`config.mk`:
```
export PLATFORM = sky130hd
export DESIGN_NAME = extended_euclid_gcd
export DESIGN_NICKNAME = d
export VERILOG_FILES = /design/src/rtl/egcd_pkg.sv /design/src/rtl/extended_euclid_gcd.sv /design/src/rtl/egcd_front.sv /design/src/rtl/egcd_back.sv
export SDC_FILE = /design/constraint.sdc
export NUM_CORES = 1
export LEC_CHECK = 0
export BUFFER_PORTS_ARGS = -buffer_cell sky130_fd_sc_hd__buf_2
export CAP_MARGIN = 20
export CORE_MARGIN = 8
export CORE_UTILIZATION = 30
export CTS_CLUSTER_DIAMETER = 150
export DETAILED_ROUTE_END_ITERATION = 10
export HOLD_SLACK_MARGIN = 0.02
export SLEW_MARGIN = 20
export SYNTH_ARGS = -nofsm -noshare
export SYNTH_HDL_FRONTEND = slang
export SYNTH_SLANG_ARGS = --single-unit
```
`constraint.sdc`:
```
create_clock -name clk_i -period 9.9 [get_ports clk_i]
set_input_delay 1.485 -clock clk_i [delete_from_list [all_inputs] [get_ports clk_i]]
set_output_delay 1.485 -clock clk_i [all_outputs]
set_load 0.02 [all_outputs]
```
`src/rtl/egcd_pkg.sv`:
```
// Shared types and constants for the extended gcd block.
// No dependencies.
package egcd_pkg;

  localparam int unsigned QDEPTH = 2;

  typedef struct packed {
    logic valid;
    logic swapped;
  } egcd_tag_t;

endpackage

```
`src/rtl/extended_euclid_gcd.sv`:
```
// Extended Euclidean gcd. Each input word (operand_a, operand_b) yields one
// output word with gcd_value and coefficients so operand_a*coef_a +
// operand_b*coef_b = gcd_value. A two-entry queue decouples input from the
// engine, which handles one word at a time; each remainder step runs a
// restoring divider that yields one quotient bit per cycle.
// Depends on egcd_pkg, egcd_front, egcd_back.
module extended_euclid_gcd #(
  parameter int unsigned OPERAND_WIDTH = 32
) (
  input  logic                          clk_i,
  input  logic                          rst_ni,
  input  logic                          in_valid_i,
  output logic                          in_ready_o,
  input  logic [OPERAND_WIDTH-1:0]      operand_a_i,
  input  logic [OPERAND_WIDTH-1:0]      operand_b_i,
  output logic                          out_valid_o,
  input  logic                          out_ready_i,
  output logic [OPERAND_WIDTH-1:0]      gcd_value_o,
  output logic signed [OPERAND_WIDTH:0] coef_a_o,
  output logic signed [OPERAND_WIDTH:0] coef_b_o
);
  import egcd_pkg::*;

  egcd_tag_t                head_tag;
  logic [OPERAND_WIDTH-1:0] head_big, head_small;
  logic                     pop;

  egcd_front #(.OPERAND_WIDTH(OPERAND_WIDTH)) u_front (
    .clk_i        (clk_i),
    .rst_ni       (rst_ni),
    .in_valid_i   (in_valid_i),
    .in_ready_o   (in_ready_o),
    .operand_a_i  (operand_a_i),
    .operand_b_i  (operand_b_i),
    .head_tag_o   (head_tag),
    .head_big_o   (head_big),
    .head_small_o (head_small),
    .pop_i        (pop)
  );

  egcd_back #(.OPERAND_WIDTH(OPERAND_WIDTH)) u_back (
    .clk_i        (clk_i),
    .rst_ni       (rst_ni),
    .head_tag_i   (head_tag),
    .head_big_i   (head_big),
    .head_small_i (head_small),
    .pop_o        (pop),
    .out_valid_o  (out_valid_o),
    .out_ready_i  (out_ready_i),
    .gcd_value_o  (gcd_value_o),
    .coef_a_o     (coef_a_o),
    .coef_b_o     (coef_b_o)
  );

endmodule

```
`src/rtl/egcd_front.sv`:
```
// Front end: orders the operands (larger first) and queues words for the engine.
// Depends on egcd_pkg.
module egcd_front #(
  parameter int unsigned OPERAND_WIDTH = 32
) (
  input  logic                      clk_i,
  input  logic                      rst_ni,
  input  logic                      in_valid_i,
  output logic                      in_ready_o,
  input  logic [OPERAND_WIDTH-1:0]  operand_a_i,
  input  logic [OPERAND_WIDTH-1:0]  operand_b_i,
  output egcd_pkg::egcd_tag_t       head_tag_o,
  output logic [OPERAND_WIDTH-1:0]  head_big_o,
  output logic [OPERAND_WIDTH-1:0]  head_small_o,
  input  logic                      pop_i
);
  import egcd_pkg::*;

  localparam int unsigned PtrW = (QDEPTH > 1) ? $clog2(QDEPTH) : 1;
  localparam int unsigned CntW = $clog2(QDEPTH + 1);

  logic [OPERAND_WIDTH-1:0] big_mem [QDEPTH];
  logic [OPERAND_WIDTH-1:0] small_mem [QDEPTH];
  logic                     swap_mem [QDEPTH];

  logic [PtrW-1:0] wr_ptr_q, wr_ptr_d, rd_ptr_q, rd_ptr_d;
  logic [CntW-1:0] count_q, count_d;
  logic            push, pop, swap;

  assign swap       = operand_b_i > operand_a_i;
  assign in_ready_o = count_q != CntW'(QDEPTH);
  assign push       = in_valid_i && in_ready_o;
  assign pop        = pop_i && (count_q != '0);

  assign head_tag_o.valid   = count_q != '0;
  assign head_tag_o.swapped = swap_mem[rd_ptr_q];
  assign head_big_o         = big_mem[rd_ptr_q];
  assign head_small_o       = small_mem[rd_ptr_q];

  always_comb begin
    wr_ptr_d = wr_ptr_q;
    rd_ptr_d = rd_ptr_q;
    if (push) begin
      wr_ptr_d = (wr_ptr_q == PtrW'(QDEPTH - 1)) ? '0 : wr_ptr_q + PtrW'(1);
    end
    if (pop) begin
      rd_ptr_d = (rd_ptr_q == PtrW'(QDEPTH - 1)) ? '0 : rd_ptr_q + PtrW'(1);
    end
    count_d = count_q + CntW'(push) - CntW'(pop);
  end

  always_ff @(posedge clk_i or negedge rst_ni) begin
    if (!rst_ni) begin
      wr_ptr_q <= '0;
      rd_ptr_q <= '0;
      count_q  <= '0;
    end else begin
      wr_ptr_q <= wr_ptr_d;
      rd_ptr_q <= rd_ptr_d;
      count_q  <= count_d;
    end
  end

  always_ff @(posedge clk_i) begin
    if (push) begin
      big_mem[wr_ptr_q]   <= swap ? operand_b_i : operand_a_i;
      small_mem[wr_ptr_q] <= swap ? operand_a_i : operand_b_i;
      swap_mem[wr_ptr_q]  <= swap;
    end
  end

endmodule

```
`src/rtl/egcd_back.sv`:
```
// Back end: Euclid loop with a bit-serial restoring divider; the quotient times
// the coefficients is accumulated by shift-add. Holds the output register.
// Depends on egcd_pkg.
module egcd_back #(
  parameter int unsigned OPERAND_WIDTH = 32
) (
  input  logic                      clk_i,
  input  logic                      rst_ni,
  input  egcd_pkg::egcd_tag_t       head_tag_i,
  input  logic [OPERAND_WIDTH-1:0]  head_big_i,
  input  logic [OPERAND_WIDTH-1:0]  head_small_i,
  output logic                      pop_o,
  output logic                      out_valid_o,
  input  logic                      out_ready_i,
  output logic [OPERAND_WIDTH-1:0]  gcd_value_o,
  output logic signed [OPERAND_WIDTH:0] coef_a_o,
  output logic signed [OPERAND_WIDTH:0] coef_b_o
);
  import egcd_pkg::*;

  localparam int unsigned W    = OPERAND_WIDTH;
  localparam int unsigned CW   = OPERAND_WIDTH + 1;
  localparam int unsigned CntW = $clog2(OPERAND_WIDTH);

  typedef enum logic [2:0] {
    S_IDLE,
    S_TEST,
    S_DIV,
    S_UPD,
    S_DONE
  } state_e;

  state_e          state_q;
  logic [W-1:0]    r0_q, r1_q, rem_q, dvd_q;
  logic [CW-1:0]   s0_q, s1_q, t0_q, t1_q, acc_s_q, acc_t_q;
  logic [CntW-1:0] cnt_q;
  logic            swap_q;

  logic [W:0]      rem_sh, rem_sub;
  logic            ge;
  logic [CW-1:0]   acc_s_d, acc_t_d;

  assign pop_o   = (state_q == S_IDLE) && head_tag_i.valid;
  assign rem_sh  = {rem_q, dvd_q[W-1]};
  assign rem_sub = rem_sh - {1'b0, r1_q};
  assign ge      = rem_sh >= {1'b0, r1_q};
  assign acc_s_d = {acc_s_q[CW-2:0], 1'b0} + (ge ? s1_q : '0);
  assign acc_t_d = {acc_t_q[CW-2:0], 1'b0} + (ge ? t1_q : '0);

  always_ff @(posedge clk_i or negedge rst_ni) begin
    if (!rst_ni) begin
      state_q     <= S_IDLE;
      out_valid_o <= 1'b0;
    end else begin
      if (out_valid_o && out_ready_i && (state_q != S_DONE)) begin
        out_valid_o <= 1'b0;
      end
      case (state_q)
        S_IDLE: begin
          if (head_tag_i.valid) begin
            state_q <= S_TEST;
          end
        end
        S_TEST: begin
          state_q <= (r1_q == '0) ? S_DONE : S_DIV;
        end
        S_DIV: begin
          if (cnt_q == '0) begin
            state_q <= S_UPD;
          end
        end
        S_UPD: begin
          state_q <= S_TEST;
        end
        S_DONE: begin
          if (!out_valid_o || out_ready_i) begin
            out_valid_o <= 1'b1;
            state_q     <= S_IDLE;
          end
        end
        default: state_q <= S_IDLE;
      endcase
    end
  end

  always_ff @(posedge clk_i) begin
    case (state_q)
      S_IDLE: begin
        r0_q   <= head_big_i;
        r1_q   <= head_small_i;
        swap_q <= head_tag_i.swapped;
        s0_q   <= CW'(1);
        t0_q   <= '0;
        s1_q   <= '0;
        t1_q   <= CW'(1);
      end
      S_TEST: begin
        rem_q   <= '0;
        dvd_q   <= r0_q;
        cnt_q   <= CntW'(W - 1);
        acc_s_q <= '0;
        acc_t_q <= '0;
      end
      S_DIV: begin
        rem_q   <= ge ? rem_sub[W-1:0] : rem_sh[W-1:0];
        dvd_q   <= {dvd_q[W-2:0], 1'b0};
        acc_s_q <= acc_s_d;
        acc_t_q <= acc_t_d;
        cnt_q   <= cnt_q - CntW'(1);
      end
      S_UPD: begin
        r0_q <= r1_q;
        r1_q <= rem_q;
        s0_q <= s1_q;
        t0_q <= t1_q;
        s1_q <= s0_q - acc_s_q;
        t1_q <= t0_q - acc_t_q;
      end
      S_DONE: begin
        if (!out_valid_o || out_ready_i) begin
          gcd_value_o <= r0_q;
          coef_a_o    <= swap_q ? t0_q : s0_q;
          coef_b_o    <= swap_q ? s0_q : t0_q;
        end
      end
      default: begin
      end
    endcase
  end

endmodule

```
Word level (Yosys, flattened, before mapping)
Memories as Yosys holds them, arrays and structs flattened. A register that Yosys moved wholly into a read port is not among the register bits.
Index checks and enable logic that the tools add are counted.

cells by class
  equal/unequal tests = 9
  muxes and demuxes = 30
  magnitude comparators = 2
  reduce and logical (&&, ||, !) cells = 15
  $add $sub $neg = 10

operators by type and width
  kind                                                                   number
  33-bit one-hot mux with 2 select lines                                 6
  32-bit one-hot mux with 2 select lines                                 4
  33-bit two-way mux                                                     4
  32-bit two-way mux                                                     3
  33-bit adder                                                           2
  33-bit subtractor                                                      2
  33-bit by 32-bit >= comparator with 1-bit output                       1
  32-bit > comparator                                                    1
  32-bit logical NOT                                                     1
  32-bit subtractor                                                      1
  3-bit one-hot mux with 5 select lines                                  1
  3-bit two-way mux                                                      4
  5-bit one-hot mux with 2 select lines                                  1
  1-bit two-way mux                                                      7
  3-bit by 2-bit equality test with 1-bit output, second input constant  2
  2-bit by 1-bit != test with 1-bit output, second input constant        3
  2-bit nonzero test                                                     3
  1-bit logical AND                                                      5
  5-bit logical NOT                                                      1
  5-bit by 1-bit subtractor with 5-bit output, second input constant     1
  3-bit by 1-bit equality test with 1-bit output, second input constant  1
  3-bit equality test, second input constant                             1
  3-bit logical NOT                                                      1
  3-bit != test, second input constant                                   1
  other kinds (8)                                                        9

word-level totals
  flip-flop bits (word level) = 437
  RAM bits = 130
  word-level logic and storage cells = 88
  output and inout port bits = 100
  memories kept = 3
  bits of input ports = 68

memories
  memory             words  bits a word  rd ports  clocked after memory_dff  write ports  line              text
  u_front.big_mem    2      32           1         0                         1            egcd_front.sv:22  logic [OPERAND_WIDTH-1:0] big_mem [QDEPTH];
  u_front.small_mem  2      32           1         0                         1            egcd_front.sv:23  logic [OPERAND_WIDTH-1:0] small_mem [QDEPTH];
  u_front.swap_mem   2      1            1         1                         1            egcd_front.sv:24  logic swap_mem [QDEPTH];

Longest topological paths before layout
  depth after elaboration = 5
  gate-level depth with buffers = 23

Modules after synthesis
Synthesis repeated with hierarchy kept, for this count alone.

unflattened totals
  cell total of the unflattened synthesis = 2822
  area total of the unflattened synthesis = 32263.4 µm²

by module, submodules not included
  module      seq. area each (µm²)  times used  cells each  area each (µm²)
  egcd_back   13012.5               1           2419        25538.2
  egcd_front  4003.8                1           403         6725.2

Worst setup path before layout
OpenSTA, ideal clock, no wires.

  path kind = reg-to-reg
  from = register u_back.state_q[0]
  to = register u_back.acc_s_q[0] (enable)
  setup time = 674 ps
  cell stages (with the launch flop) = 4
  period minus slack after synthesis = 7857 ps
  arrival time = 7183 ps
  required time = 9226 ps
  setup slack = 2043 ps
  path buffers = 1
  path through = dfrtp_1 -> clkbuf_1 -> nand2b_1 -> a21oi_1

on the way
  longest elaborated chain between the ends = 2
  elaborated cells on any way between the ends = 3
  classes of those cells = 2 x eq/ne; 1 x reduce/logical

ends and longest elaborated chain
  what                                                                                                                     line              text
  start: declaration                                                                                                       egcd_back.sv:33   state_e state_q;
  start signal: assignment                                                                                                 egcd_back.sv:65   state_q <= (r1_q == '0) ? S_DONE : S_DIV;
  3-bit by 1-bit equality test with 1-bit output / 3-bit by 2-bit equality test with 1-bit output (equally long branches)  egcd_back.sv:87   case (state_q)
  2-bit nonzero test (no line) *                                                                                           n/a
  end signal: assignment                                                                                                   egcd_back.sv:107  acc_s_q <= acc_s_d;
  end: declaration                                                                                                         egcd_back.sv:35   logic [CW-1:0] s0_q, s1_q, t0_q, t1_q, acc_s_q, acc_t_q;

Mark *: on every way between the ends. The rest lies on a longest branch, timed or not.
A chain may end at the register's enable or synchronous reset.

Worst setup path in the final report
  from = register u_back.r1_q[1]
  to = register u_back.acc_s_q[29], data pin

on the way
  longest elaborated chain between the ends = 4

ends and longest elaborated chain
  what                                              line              text
  start: declaration                                egcd_back.sv:34   logic [W-1:0] r0_q, r1_q, rem_q, dvd_q;
  start signal: assignment                          egcd_back.sv:90   r1_q <= head_small_i;
  start signal: assignment                          egcd_back.sv:113  r1_q <= rem_q;
  33-bit by 32-bit >= comparator with 1-bit output  egcd_back.sv:46   assign ge = rem_sh >= {1'b0, r1_q};
  33-bit two-way mux                                egcd_back.sv:47   assign acc_s_d = {acc_s_q[CW-2:0], 1'b0} + (ge ? s1_q : '0);
  33-bit adder                                      egcd_back.sv:47
  33-bit one-hot mux with 2 select lines            egcd_back.sv:87

No other way between the ends.

==> flow_summary.yaml <==
die:
  ios: 168
  dieArea_sq_mm: 0.117
  die_w_um: 341
  start_util_pct: 30.2
  core_area_sq_mm: 0.105
  dieHeight_um: 341
  fp-row-count: 119
timing:
  period_share_pct: 62.6
  slew_violations: 0
  finClkSkew_ps: 24.9
  rsz0062_at_grt: "false"
  fmax_mhz: 161
  relSlewSlack_pct: 28.3
  final-hold-violation-count: 0
  finalSetupTns_ps: 0
  setup_viol: 0
  worst_pin_slew_ps: 1070
  min_period_ps: 6200
critical_path:
  crit_fanout: 66
  cp-start-kind: "flip-flop"
  arrival_ps: 6540
  crit_required_ps: 10240
  critPathKind: "reg -> reg"
  critical_path.endpoint_type: "flip-flop"
final_layout:
  final_cell_mix: "edfxtp_1, nand2_1, nor2_1, ha_1, buf_2"
  fillerInstances: 10572
  instances_no_fill: 4396
  final_common_cell: "edfxtp_1"
  final_util_pct: 34.7
  syn2layout_area_growth_pct: 14.7
  nets: 3215
  final_layout_size_suffix_gt1_share_pct: 14.9
synth:
  synthFlopType: "edfxtp_1"
  ys_warn_count: 0
  seq_area_frac_synth_pct: 53.5
  async_flop_share_pct: 1.41
  synthesis.nets: 3080
  synth-edff-count: 560
  synth_cell_types: 76
  syn-instance-count: 2814
  ys_ff_latch: 568
  avgSynthCellArea_sq_um: 11.3
  syn_area_sq_mm: 0.0318
place:
  io_buffer_count: 167
  post-place-cells: 4269
  hpwl_mm: 55.9
  gp_congestion: 0.876
cts:
  root_buffer: "clkbuf_16"
  htreeDepth: 3
  numCtsBuffers: 69
  cts_hold_buf: 0
  cts_tree: "built"
  clk_latency_ps: 620
  cts_setup_buffers: 0
  cts_num_sinks: 568
  clock_path_buffers: 3
  cts.clk_slew.worst_paths_ps: 60
  cts-resized-gates: 0
grt:
  grt.total_usage_pct: 13.1
  grt_max_degree: 157
  grt_pass1_vias: 21226
  grt_first_pass_wirelength_mm: 122
  antenna_found_initial: 12
  globalRouteOverflowTotal: 0
routing:
  drtIter0Drc: 1365
  drt-pass1-iter-count: 5
  drc: 0
  post_drt_via_cell_ratio: 4.88
  final_antenna_net_count: 0
  vias: 21462
  routedWlPerCell_um: 17.9
  routed_wl_mm: 78.9
worst_hold_path:
  min_path_type: "reg -> reg"
run:
  maxCapViolCount: 0
run_status:
  status: "complete, no violations"
flip-flops by register name, summed over array words and instances (netlist names), 33 cells and up:
| name | flops |
|---|---|
| u_front.big_mem | 64 |
| u_front.small_mem | 64 |
| u_back.acc_s_q | 33 |
| u_back.acc_t_q | 33 |
| u_back.coef_a_o | 33 |
| u_back.coef_b_o | 33 |
| u_back.s0_q | 33 |
| u_back.s1_q | 33 |
| u_back.t0_q | 33 |
| u_back.t1_q | 33 |
Yosys cell counts (24+ instances only):
cell / instances / area share (%)
ha_1: 193 / 7.6
nand3_1: 34 / 0.54
inv_1: 165 / 1.9
mux2_2: 127 / 4.5
nand4_1: 37 / 0.73
o21a_1: 24 / 0.57
o21ai_0: 154 / 2.4
nand2_1: 269 / 3.2
xnor2_1: 74 / 2.0
nor2b_1: 29 / 0.57
clkbuf_1: 98 / 1.2
edfxtp_1: 560 / 53
mux2i_1: 92 / 2.9
nor3_1: 51 / 0.80
and2_1: 144 / 2.8
xor2_1: 57 / 1.6
nor2_1: 207 / 2.4
a21o_1: 61 / 1.4
o211ai_1: 24 / 0.57
a21oi_1: 139 / 2.2
nand2b_1: 28 / 0.55
kinds of logic (layout without fill, tap and decap cells):
group           after synthesis  count (layout)  synth area share [%]
buf+inv                     284             470                  3.43
compound gates              560             560                  11.3
fa+ha+maj                   198             198                  7.91
simple gates                854             854                  12.8
flops                       568             568                  53.5
mux                         219             219                  7.40
other cells                   0               5                     0
xor+xnor                    131             131                  3.61
critical path: stages, from the launching register on:
cell      delay [ps]
edfxtp_1         440
inv_1             80
ha_1             230
nor2b_1          150
o31a_1           310
o31a_1           320
o41ai_4          490
o31a_2           250
a31oi_4           80
buf_4            330
and2_1           270
ha_1             210
fa_1             420
a21oi_1          250
o22ai_1          150
a311o_1          410
a41oi_1          410
o31ai_1          240
and2_1           290
a311oi_1         330
xor2_1           170
nor2_1            50
final cells by class:
type / instances / area (sq um) / area share, %
Inverter: 165 / 619 / 1.70
Multi-Input combinational cell: 1962 / 13700 / 37.7
Clock buffer: 82 / 1830 / 5.01
Tap cell: 1391 / 1740 / 4.77
Timing Repair Buffer: 183 / 968 / 2.66
Sequential cell: 568 / 17000 / 46.7
Antenna cell: 5 / 12.5 / 0.0343
Clock inverter: 40 / 526 / 1.44
metal layers:
layer  vias to the layer above  GRT usage (%)  wire [um]  share of wire, %
met2                       491           21.6      37100                47
met3                       116           2.69       4370               5.5
met5                         -              0         49             0.062
met4                         8           3.65       1880               2.4
li1                      10532              -          -                 -
met1                     10315           17.5      35400                45
through the flow:
step / area (sq um) / worst slack [ps] / hold slack, ps
after global placement: 34100 / 3800 / 435
final: 36500 / 3700 / 446
after CTS: 36400 / 3720 / 446
after global routing: 36500 / 3400 / 449
after detailed placement: 34100 / 3760 / 435
after floorplan: 31800 / 2040 / 417
final timing paths:
path / from / end / slack (ps) / cells after the start
max in group asynchronous: rst_ni / u_front.rd_ptr_q / 8980 / 1
min in group asynchronous: rst_ni / u_front.count_q[0] / 720 / 1
max reg2reg: u_back.r1_q[1] / u_back.acc_s_q[29] / 3700 / 21
min reg2reg: u_back.r0_q[14] / u_back.gcd_value_o[14] / 450 / 0
max: u_back.r1_q[1] / u_back.acc_s_q[29] / 3700 / 21
min: u_back.r0_q[14] / u_back.gcd_value_o[14] / 450 / 0
Power is not shown: default switching activity piles up to over one toggle a cycle in this logic, so the estimate is an artifact.
